### src/sleep_timer_wakeup_table_core_macros.svh
// Assertion macros used by the sleep timer wake-up table back end (stwt_back).
// Each macro samples on clk and is disabled while arst_n is low.
`ifndef SLEEP_TIMER_WAKEUP_TABLE_CORE_MACROS_SVH
`define SLEEP_TIMER_WAKEUP_TABLE_CORE_MACROS_SVH

// condition must hold at every edge
`define STWT_ASSERT(lbl, cond, msg) \
	lbl: assert property (@(posedge clk) disable iff (!arst_n) (cond)) else $error(msg);

// ante in one cycle implies cons in the next
`define STWT_ASSERT_NEXT(lbl, ante, cons, msg) \
	lbl: assert property (@(posedge clk) disable iff (!arst_n) (ante) |=> (cons)) else $error(msg);

`endif

### src/stwt_pkg.sv
// Package for the sleep timer wake-up table: sizes, codes and payload types.
// Used by stwt_front, stwt_back and sleep_timer_wakeup_table_core.
package stwt_pkg;

	localparam int ENTRIES = 16;
	localparam int IDX_W   = (ENTRIES > 1) ? $clog2(ENTRIES) : 1;
	localparam int CNT_W   = $clog2(ENTRIES + 1);

	localparam int QDEPTH  = 2;
	localparam int QPTR_W  = (QDEPTH > 1) ? $clog2(QDEPTH) : 1;
	localparam int QCNT_W  = $clog2(QDEPTH + 1);

	localparam logic       FUNC_SLEEP  = 1'b0;
	localparam logic       FUNC_TICK   = 1'b1;

	localparam logic [1:0] KIND_WOKEN  = 2'd0;
	localparam logic [1:0] KIND_STATUS = 2'd1;
	localparam logic [1:0] KIND_ACCEPT = 2'd2;
	localparam logic [1:0] KIND_FULL   = 2'd3;

	localparam logic [1:0] MODE_RR     = 2'd1;
	localparam logic [1:0] MODE_PRIO   = 2'd2;

	typedef struct packed {
		logic        func;
		logic [7:0]  thread_id;
		logic [15:0] sleep_ticks;
		logic        cpu_idle;
		logic        other_pending;
	} in_item_t;

	typedef struct packed {
		logic [1:0] kind;
		logic [7:0] woken_id;
		logic       yield_request;
		logic       disable_timer;
		logic       last;
	} out_item_t;

	typedef enum logic {
		OP_SLEEP = 1'b0,
		OP_TICK  = 1'b1
	} op_t;

	typedef struct packed {
		op_t         op;
		logic [7:0]  thread_id;
		logic [15:0] sleep_ticks;
		logic        cpu_idle;
		logic        other_pending;
	} cmd_t;

	typedef struct packed {
		logic valid;
		cmd_t cmd;
	} q_head_t;

endpackage

### src/sleep_timer_wakeup_table_core.sv
// Sleep timer wake-up table, top level: joins the request front end and the
// table back end. Depends on stwt_pkg, stwt_front and stwt_back.
//
// Keeps up to ENTRIES sleeping thread ids, each with a saturating absolute wake
// time. A sleep request gives one transfer (accepted or full). A tick advances
// the 32-bit counter and then walks the table one entry per cycle, oldest
// first, unless a due entry waits for the output register, sending one
// transfer per woken thread and compacting the rest; it ends with one status
// transfer marked last. A two-deep command queue lets requests be taken while
// the back end works, and an output register lets the back end go on while a
// result waits. Configuration writes are always accepted and apply from the
// next cycle; the table needs no clearing pass.
module sleep_timer_wakeup_table_core (
	input  logic                clk,
	input  logic                arst_n,
	input  logic                req_valid,
	output logic                req_ready,
	input  stwt_pkg::in_item_t  req,
	output logic                rsp_valid,
	input  logic                rsp_ready,
	output stwt_pkg::out_item_t rsp,
	input  logic                cfg_valid,
	output logic                cfg_ready,
	input  logic [1:0]          cfg_data
);
	import stwt_pkg::*;

	q_head_t head;
	logic    pop;

	stwt_front u_front (
		.clk       (clk),
		.arst_n    (arst_n),
		.req_valid (req_valid),
		.req_ready (req_ready),
		.req       (req),
		.head      (head),
		.pop       (pop)
	);

	stwt_back u_back (
		.clk       (clk),
		.arst_n    (arst_n),
		.head      (head),
		.pop       (pop),
		.cfg_valid (cfg_valid),
		.cfg_ready (cfg_ready),
		.cfg_data  (cfg_data),
		.rsp_valid (rsp_valid),
		.rsp_ready (rsp_ready),
		.rsp       (rsp)
	);

endmodule

### src/stwt_front.sv
// Front end of the sleep timer wake-up table: accepts requests, decodes them
// into commands and holds them in a short queue. Depends on stwt_pkg.
module stwt_front (
	input  logic              clk,
	input  logic              arst_n,
	input  logic              req_valid,
	output logic              req_ready,
	input  stwt_pkg::in_item_t req,
	output stwt_pkg::q_head_t head,
	input  logic              pop
);
	import stwt_pkg::*;

	cmd_t              q_mem_q [QDEPTH];
	logic [QPTR_W-1:0] wr_ptr_q;
	logic [QPTR_W-1:0] rd_ptr_q;
	logic [QCNT_W-1:0] fill_q;
	cmd_t              cmd_in;
	logic              push;
	logic              do_pop;

	always_comb begin
		cmd_in.op            = (req.func == FUNC_TICK) ? OP_TICK : OP_SLEEP;
		cmd_in.thread_id     = req.thread_id;
		cmd_in.sleep_ticks   = req.sleep_ticks;
		cmd_in.cpu_idle      = req.cpu_idle;
		cmd_in.other_pending = req.other_pending;
	end

	assign req_ready  = (fill_q != QCNT_W'(QDEPTH));
	assign push       = req_valid && req_ready;
	assign do_pop     = pop && (fill_q != '0);
	assign head.valid = (fill_q != '0);
	assign head.cmd   = q_mem_q[rd_ptr_q];

	always_ff @(posedge clk) begin
		if (push) begin
			q_mem_q[wr_ptr_q] <= cmd_in;
		end
	end

	always_ff @(posedge clk or negedge arst_n) begin
		if (!arst_n) begin
			wr_ptr_q <= '0;
			rd_ptr_q <= '0;
			fill_q   <= '0;
		end else begin
			if (push) begin
				wr_ptr_q <= (wr_ptr_q == QPTR_W'(QDEPTH - 1)) ? '0 : wr_ptr_q + 1'b1;
			end
			if (do_pop) begin
				rd_ptr_q <= (rd_ptr_q == QPTR_W'(QDEPTH - 1)) ? '0 : rd_ptr_q + 1'b1;
			end
			unique case ({push, do_pop})
				2'b10:   fill_q <= fill_q + 1'b1;
				2'b01:   fill_q <= fill_q - 1'b1;
				default: fill_q <= fill_q;
			endcase
		end
	end

endmodule

### src/stwt_back.sv
// Back end of the sleep timer wake-up table: tick counter, age-ordered entry
// table, scan sequencer and output register. Depends on stwt_pkg and macros.
`include "sleep_timer_wakeup_table_core_macros.svh"

module stwt_back (
	input  logic                clk,
	input  logic                arst_n,
	input  stwt_pkg::q_head_t   head,
	output logic                pop,
	input  logic                cfg_valid,
	output logic                cfg_ready,
	input  logic [1:0]          cfg_data,
	output logic                rsp_valid,
	input  logic                rsp_ready,
	output stwt_pkg::out_item_t rsp
);
	import stwt_pkg::*;

	typedef enum logic [2:0] {
		ST_IDLE = 3'b001,
		ST_SCAN = 3'b010,
		ST_STAT = 3'b100
	} state_t;

	state_t           state_q;
	state_t           state_d;
	logic [1:0]       mode_q;
	logic [31:0]      tick_q;
	logic [CNT_W-1:0] count_q;
	logic [CNT_W-1:0] r_q;
	logic [CNT_W-1:0] w_q;
	logic             woken_q;
	logic             idle_q;
	logic             pend_q;

	// entries kept oldest first at positions 0 .. count_q-1
	logic [7:0]       ent_id_q   [ENTRIES];
	logic [31:0]      ent_wake_q [ENTRIES];

	logic             out_valid_q;
	out_item_t        out_q;

	logic             can_emit;
	logic             emit;
	out_item_t        out_d;
	logic             ent_we;
	logic [IDX_W-1:0] ent_widx;
	logic [7:0]       ent_wid;
	logic [31:0]      ent_wwake;
	logic [7:0]       rd_id;
	logic [31:0]      rd_wake;
	logic             due;
	logic             full;
	logic [32:0]      wake_sum;
	logic [31:0]      wake_sat;
	logic             quiet;

	assign cfg_ready = 1'b1;
	assign rsp_valid = out_valid_q;
	assign rsp       = out_q;
	assign can_emit  = !out_valid_q || rsp_ready;

	assign rd_id    = ent_id_q[r_q[IDX_W-1:0]];
	assign rd_wake  = ent_wake_q[r_q[IDX_W-1:0]];
	assign due      = (tick_q >= rd_wake);
	assign full     = (count_q == CNT_W'(ENTRIES));
	assign wake_sum = {1'b0, tick_q} + {17'd0, head.cmd.sleep_ticks};
	assign wake_sat = wake_sum[32] ? 32'hFFFF_FFFF : wake_sum[31:0];
	assign quiet    = idle_q && !woken_q && (w_q == '0);

	always_comb begin
		state_d   = state_q;
		pop       = 1'b0;
		emit      = 1'b0;
		out_d     = '0;
		ent_we    = 1'b0;
		ent_widx  = '0;
		ent_wid   = rd_id;
		ent_wwake = rd_wake;
		unique case (state_q)
			ST_IDLE: begin
				if (head.valid) begin
					if (head.cmd.op == OP_TICK) begin
						pop     = 1'b1;
						state_d = ST_SCAN;
					end else if (can_emit) begin
						pop        = 1'b1;
						emit       = 1'b1;
						out_d.last = 1'b1;
						if (full) begin
							out_d.kind = KIND_FULL;
						end else begin
							out_d.kind = KIND_ACCEPT;
							ent_we     = 1'b1;
							ent_widx   = count_q[IDX_W-1:0];
							ent_wid    = head.cmd.thread_id;
							ent_wwake  = wake_sat;
						end
					end
				end
			end
			ST_SCAN: begin
				if (r_q == count_q) begin
					state_d = ST_STAT;
				end else if (!due) begin
					ent_we   = 1'b1;
					ent_widx = w_q[IDX_W-1:0];
				end else if (can_emit) begin
					emit           = 1'b1;
					out_d.kind     = KIND_WOKEN;
					out_d.woken_id = rd_id;
				end
			end
			ST_STAT: begin
				if (can_emit) begin
					emit                = 1'b1;
					out_d.kind          = KIND_STATUS;
					out_d.last          = 1'b1;
					out_d.disable_timer = quiet && !pend_q;
					out_d.yield_request = !quiet && (mode_q == MODE_RR || mode_q == MODE_PRIO);
					state_d             = ST_IDLE;
				end
			end
			default: state_d = ST_IDLE;
		endcase
	end

	always_ff @(posedge clk) begin
		if (ent_we) begin
			ent_id_q[ent_widx]   <= ent_wid;
			ent_wake_q[ent_widx] <= ent_wwake;
		end
		if (emit) begin
			out_q <= out_d;
		end
		if (state_q == ST_IDLE && pop && head.cmd.op == OP_TICK) begin
			idle_q <= head.cmd.cpu_idle;
			pend_q <= head.cmd.other_pending;
		end
	end

	always_ff @(posedge clk or negedge arst_n) begin
		if (!arst_n) begin
			state_q     <= ST_IDLE;
			mode_q      <= '0;
			tick_q      <= '0;
			count_q     <= '0;
			r_q         <= '0;
			w_q         <= '0;
			woken_q     <= 1'b0;
			out_valid_q <= 1'b0;
		end else begin
			state_q <= state_d;
			if (cfg_valid) begin
				mode_q <= cfg_data;
			end
			if (emit) begin
				out_valid_q <= 1'b1;
			end else if (rsp_ready) begin
				out_valid_q <= 1'b0;
			end
			unique case (state_q)
				ST_IDLE: begin
					if (pop && head.cmd.op == OP_TICK) begin
						tick_q  <= (tick_q == 32'hFFFF_FFFF) ? tick_q : tick_q + 32'd1;
						r_q     <= '0;
						w_q     <= '0;
						woken_q <= 1'b0;
					end else if (pop && !full) begin
						count_q <= count_q + 1'b1;
					end
				end
				ST_SCAN: begin
					if (r_q != count_q) begin
						if (!due) begin
							r_q <= r_q + 1'b1;
							w_q <= w_q + 1'b1;
						end else if (can_emit) begin
							r_q     <= r_q + 1'b1;
							woken_q <= 1'b1;
						end
					end
				end
				ST_STAT: begin
					if (can_emit) begin
						count_q <= w_q;
					end
				end
				default: count_q <= count_q;
			endcase
		end
	end

	`STWT_ASSERT(a_count_range, count_q <= CNT_W'(ENTRIES), "entry count beyond table size")
	`STWT_ASSERT(a_scan_ptrs, (state_q != ST_SCAN) || (w_q <= r_q && r_q <= count_q), "scan pointers out of order")
	`STWT_ASSERT_NEXT(a_status_last, state_q == ST_STAT && can_emit, out_valid_q && out_q.last && out_q.kind == KIND_STATUS && state_q == ST_IDLE, "status transfer not issued")
	`STWT_ASSERT_NEXT(a_woken_due, state_q == ST_SCAN && r_q != count_q && due && can_emit, out_valid_q && out_q.kind == KIND_WOKEN && !out_q.last, "due entry not reported")

endmodule
### config.mk
export PLATFORM = sky130hd
export DESIGN_NAME = sleep_timer_wakeup_table_core
export DESIGN_NICKNAME = d
export VERILOG_FILES = /design/src/stwt_pkg.sv /design/src/sleep_timer_wakeup_table_core.sv /design/src/stwt_front.sv /design/src/stwt_back.sv
export VERILOG_INCLUDE_DIRS = /design/src /design/src/src
export SDC_FILE = /design/constraint.sdc
export NUM_CORES = 1
export LEC_CHECK = 0
export BUFFER_PORTS_ARGS = -buffer_cell sky130_fd_sc_hd__buf_4
export CAP_MARGIN = 15
export CORE_MARGIN = 3
export CORE_UTILIZATION = 40
export DETAILED_ROUTE_END_ITERATION = 10
export PLACE_DENSITY_LB_ADDON = 0.08
export SETUP_SLACK_MARGIN = 0.5
export SLEW_MARGIN = 25
export SYNTH_ARGS = -nofsm -noshare
export SYNTH_HDL_FRONTEND = slang
export SYNTH_SLANG_ARGS = --single-unit
### constraint.sdc
create_clock -name clk -period 8 [get_ports clk]
set_clock_uncertainty 0.05 [all_clocks]
set_input_delay 0.4 -clock clk [delete_from_list [all_inputs] [get_ports clk]]
set_output_delay 0.4 -clock clk [all_outputs]
set_load 0.01 [all_outputs]
## After elaboration in Yosys (flattened, before gate mapping)

Memory sizes are Yosys's and may differ from the RTL's.
Index checks and enable logic that the tools add are counted.

- Bits in registers: 73
- RAM bits: 694
- Input bits: 34
- Memories: 3

- Add/subtract/negate cells: 9
- $lt $le $gt $ge: 1
- Eq/ne operators: 24
- Muxes and demuxes: 77
- Bitwise operators: 4
- Reductions and logical operators: 31

Memory list:

| name | words | width | rd ports | clocked after Yosys merged registers in | write ports | line | source |
|---|---|---|---|---|---|---|---|
| u_back.ent_wake_q | 16 | 32 | 1 | 0 | 1 | stwt_back.sv:38 | `logic [31:0] ent_wake_q [ENTRIES];` |
| u_back.ent_id_q | 16 | 8 | 1 | 0 | 1 | stwt_back.sv:37 | `logic [7:0] ent_id_q [ENTRIES];` |
| u_front.q_mem_q | 2 | 27 | 1 | 0 | 1 | stwt_front.sv:14 | `cmd_t q_mem_q [QDEPTH];` |

Operators by type and width:

| cell | number |
|---|---|
| $mux 32 | 6 |
| $mux 8 | 7 |
| $mux 5 | 9 |
| $add 32x16->33 | 1 |
| $add 32x1->32 const B | 1 |
| $eq 32x32->1 const B | 1 |
| $ge 32x32->1 | 1 |
| $mux 1 | 30 |
| $pmux 5 s2 | 3 |
| $mux 4 | 6 |
| $reduce_and 4->1 | 4 |
| $add 5x1->5 const B | 3 |
| $ne 2x2->1 const B | 7 |
| $mux 3 | 4 |
| $logic_and 1x1->1 | 10 |
| $mux 10 | 1 |
| $ne 2x1->1 const B | 5 |
| $reduce_bool 2->1 | 5 |
| $pmux 3 s3 | 1 |
| $pmux 4 s2 | 1 |
| $mux 2 | 3 |
| $pmux 1 s2 | 3 |
| $pmux 2 s3 | 1 |
| $eq 5x5->1 | 1 |
| other kinds (21) | 32 |

## Longest topological paths before layout

- Depth after elaboration: 10
- Gate-level depth with buffers: 16
- Gate-level depth less buffers: 12

## Hierarchy

Synthesis repeated with hierarchy kept, for this count alone.

- Cells, all modules: 1676
- Area total of the unflattened synthesis: 31830.5 sq um

By module, submodules not included:

| module | instances | cells each | area an instance (sq um) |
|---|---|---|---|
| stwt_back | 1 | 1575 | 29672.2 |
| stwt_front | 1 | 101 | 2158.3 |

## Worst setup path before layout

No wires, ideal clock.

- Path type: reg2reg
- Start point: register u_back.r_q[0]
- End point: memory u_back.ent_id_q[10][0] (enable)
- Arrival: 6478 ps
- Required time: 7452 ps
- Path slack: 974 ps
- Stages on the path, launching flop included: 13
- Cells stage by stage: dfrtp_1 -> buf_2 -> buf_2 -> mux4_2 -> mux4_2 -> ha_1 -> nand2b_4 -> a2111o_1 -> a32oi_2 -> a31oi_4 -> nor3_4 -> a31oi_1 -> a211oi_1

- Word-level cells in the longest chain between the ends: 7

RTL lines:

| item | line | source |
|---|---|---|
| start, declared | stwt_back.sv:30 | `logic [CNT_W-1:0] r_q;` |
| start signal, assigned | stwt_back.sv:176 | `r_q <= r_q + 1'b1;` |
| start signal, assigned | stwt_back.sv:179 | `r_q <= r_q + 1'b1;` |
| $mem_v2 16x32 | n/a |  |
| $ge 32x32->1 | stwt_back.sv:65 | `assign due = (tick_q >= rd_wake);` |
| $mux 1 | stwt_back.sv:105 | `end else if (!due) begin` |
| $mux 1 | stwt_back.sv:103 | `if (r_q == count_q) begin` |
| $pmux 1 s2 | stwt_back.sv:80 | `unique case (state_q)` |
| $mux 1 | stwt_back.sv:129 | `if (ent_we) begin` |
| $mux 1 (not written as such) | stwt_back.sv:130 | `ent_id_q[ent_widx] <= ent_wid;` |
| end, declared | stwt_back.sv:37 |  |

Parallel ways exist; a longest one is shown, timed or not.

## Final worst setup path

- Start point: register u_back.r_q[0]
- End point: memory u_back.ent_wake_q[14][24] (enable)

- Word-level cells in the longest chain between the ends: 7

RTL lines:

| item | line | source |
|---|---|---|
| $mem_v2 16x32 | n/a |  |
| $ge 32x32->1 | stwt_back.sv:65 |  |
| $mux 1 | stwt_back.sv:105 |  |
| $mux 1 | stwt_back.sv:103 |  |
| $pmux 1 s2 | stwt_back.sv:80 |  |
| $mux 1 | stwt_back.sv:129 |  |
| $mux 1 (not written as such) | stwt_back.sv:131 | `ent_wake_q[ent_widx] <= ent_wwake;` |
| end, declared | stwt_back.sv:38 |  |

Parallel ways exist; a longest one is shown, timed or not.

==> run_results.csv <==
group,metric,value,unit
routing,dr.max_layer_used,"met5",
floorplan,num_rows,103,
critical_path,worstPathMaxFanout,51,
synth,yosysTopAreaCell,"edfxtp_1",
placement,hpwl,47800,µm
clock_tree,cts_max_level,3,
routing,first_iter_violations,1379,
routing,wl_met1,35700,µm
critical_path,critical_path_class,"register to register",
placement,numPortBuffers,48,
synth,synth_async_sr_flop_share,7.56,%
synth,synth_commonest_cells,"709 x edfxtp_1, 199 x mux4_2, 59 x nor2_1",
grt,grt_pass1_vias,17049,
clock_tree,cts_root_buffer,"clkbuf_16",
critical_path,cp-end-kind,"register",
synth,seq_area_frac_synth,71.1,%
finish,syn2layout_area_growth,15.9,%
power,power_density,374,mW/mm²
timing,slew_headroom,27.8,%
synth,synthCells,1660,
synth,ys.flop_type,"edfxtp_1",
critical_path,required,8.18,ns
timing,hold_viol_final,0,
routing,avgViaCountPerCell,5.59,
power,cellLeakagePower,12.2,nW
synth,synth_top_area_share,66.6,%
grt,grt_max_degree,59,
synth,yosys-top-cells-area,"edfxtp_1 67%, mux4_2 14%, dfrtp_1 4.5%",
timing,finalSetupViolations,0,
grt,grtUsageTotal,19.5,%
finish,drive_gt1_share,28.0,%
floorplan,die_area,0.0834,mm²
clock_tree,numCtsBuffers,84,
critical_path,cp_slowest_cell,"dfrtp_4",
synth,ys_ff_latch,767,
timing,worst_pin_slew,1.08,ns
min_path,hold_class,"input pin to register",
critical_path,critPathMaxStageDelay,0.82,ns
timing,setup_tns,0,ns
critical_path,path_cells,"buf_12 > mux4_2 > mux4_2 > inv_2 > ha_1 > nand4_1 > nor2_1 > a221oi_1 > o211ai_4 > nor3_4 > a31oi_1 > a211oi_4 > buf_4",
clock_tree,cts_num_sinks,767,
routing,routedWlPerCell,27.1,µm
critical_path,worst-r2r-setup-slack,1.61,ns
routing,drtPass1Iterations,5,
clock_tree,clock_latency,0.63,ns
synth,synth_enable_flop_cells,709,
grt,grt_pass1_wl,117000,µm
clock_tree,cts.reportedPaths.clkPinSlew,0.06,ns
timing,layout_setup_ws,1.61,ns
grt,antenna_found_initial,2,
synth,synth.most_common_cell,"edfxtp_1",
floorplan,core,0.0791,mm²
routing,wl_met3,4320,µm
routing,antenna_left,0,
critical_path,arrival,6.57,ns
floorplan,ios,50,
routing,routed-via-count,16415,
timing,grt_setup_unrepaired,"false",
timing,finalCritPeriodShare,79.8,%
synth,synth_warnings,0,
timing,period_needed,6.39,ns
placement,gp_congestion,0.807,
clock_tree,cts_tree,"done",
timing,fmax,157,MHz
critical_path,critPathBufInv,3,
finish,num-nets-final,1904,
floorplan,die_w,289,µm
job,drv_cap,0,
routing,routed-wl-met2,37300,µm
critical_path,start_kind,"register",
placement,place_ws,1.42,ns
finish,nFillCells,6707,
synth,synth_cell_type_count,83,
grt,grt_overflow,0,
routing,drt_wl_total,79400,µm
critical_path,cpMostUsedCell,"mux4_2",
synth,syn_nets,1750,
floorplan,start_util,40.4,%
clock_tree,clock_path_buffers,3,
run_status,status,"finished, final reports clean",
critical_path,critPathTopFamily,"compound AO/OA/AOI/OAI gates",
timing,slew_violations,0,
clock_tree,post-cts-setup-buffers,0,
finish,diodes,0,
power,irDropWorstVdd,0.178,mV
synth,syn_area,0.0320,mm²
routing,route.detailed.drc,0,
synth,synth_area_per_cell,19.3,µm²
floorplan,die_y,289,µm
final timing paths:
| path | start | to | depth (start not counted) |
|---|---|---|---|
| max in group asynchronous | arst_n | u_back.r_q[3] | 2 |
| min in group asynchronous | arst_n | u_back.tick_q[8] | 2 |
| hold / removal | req_valid | u_front.wr_ptr_q | 3 |
| hold reg to reg | u_back.woken_q | u_back.woken_q | 1 |
| setup / recovery | u_back.r_q[0] | u_back.ent_wake_q[14][24] | 13 |
| setup reg to reg | u_back.r_q[0] | u_back.ent_wake_q[14][24] | 13 |
registers in the layout (all words and copies together), names as in the netlist, 3 cells and up:
name,flops
u_back.ent_id_q,128
u_back.rsp,13
u_back.w_q,5
u_back.count_q,5
u_back.state_q,3
u_back.r_q,5
u_back.tick_q,32
u_back.ent_wake_q,512
u_front.q_mem_q,54
placed cells by master (no fill, tap or decap), types with 17 or more instances in the layout:
| master | netlist | final |
|---|---|---|
| nand4_1 | 24 | 24 |
| xnor2_1 | 31 | 31 |
| clkbuf_1 | 25 | 22 |
| nand3_1 | 29 | 29 |
| a21oi_1 | 30 | 30 |
| nand2_1 | 57 | 56 |
| dlygate4sd3_1 | 0 | 32 |
| mux2_2 | 21 | 21 |
| ha_1 | 55 | 55 |
| mux2i_1 | 18 | 17 |
| xor2_1 | 30 | 30 |
| dfrtp_1 | 57 | 53 |
| mux4_2 | 199 | 199 |
| buf_4 | 9 | 95 |
| clkbuf_16 | 0 | 88 |
| edfxtp_1 | 709 | 709 |
| nor2_1 | 59 | 46 |
| inv_1 | 37 | 37 |
| clkinv_2 | 0 | 17 |
power breakdown:
part,switching [mW],total (mW),internal (mW)
combinational,2.53,3.87,1.34
sequential,0.217,6.19,5.98
clock,1.56,3.82,2.26
total,4.31,13.9,9.58
through the flow:
stage	instance area, µm²	power [mW]	cells	hold WS [ns]	utilization, %
6_report	37100	13.9	2935	0.0878	46.9
5_1_grt	37100	14.6	2935	0.0944	46.9
4_1_cts	37000	14.0	2931	0.0416	46.8
3_5_place_dp	34000	10.2	2742	0.435	42.9
3_3_place_gp	33900	10.0	2733	0.429	42.8
2_1_floorplan	32000	8.59	1660	0.0544	-
worst register-to-register path: cells and delay by family, from the launching register on:
| kind | cells | cell delay [ns] |
|---|---|---|
| DFF | 1 | 0.82 |
| and+or+nand+nor | 3 | 0.96 |
| adders and majority gates | 1 | 0.23 |
| buffers and inverters | 3 | 1.30 |
| muxes | 2 | 1.13 |
| AOI/OAI and AO/OA | 4 | 1.48 |
per-layer routing:
layer / vias up / track usage, %
met3: 137 / 3.58
li1: 7125 / -
met2: 441 / 30.5
met5: - / 0
met1: 8708 / 28.1
met4: 4 / 5.28
cells by family (layout without fill, tap and decap cells):
group	Yosys count	after routing	synth area share (%)
muxes	239	239	15.4
adders and majority gates	56	56	2.21
xor gates and xnor gates	61	61	1.67
buffers and inverters	122	347	1.70
other	1	1	0.0117
DFF	767	767	71.1
and+or+nand+nor	250	250	4.17
AOI/OAI and AO/OA	164	164	3.76
timing repair:
| action | in CTS | in global routing |
|---|---|---|
| hold endpoints to repair | 113 | 0 |
| hold buffers | 32 | 0 |
| gates resized for setup | 0 | 0 |
final cells by class:
class | instances | area (µm²) | area share (%)
clock inverters | 45 | 424 | 1.14
well taps | 1050 | 1310 | 3.54
clock buffers | 112 | 2310 | 6.24
multi-input cells | 771 | 8900 | 24.0
inverters | 47 | 176 | 0.476
repair buffers | 143 | 1190 | 3.22
flip-flops and latches | 767 | 22800 | 61.4
(Power assumes the default switching activity.)
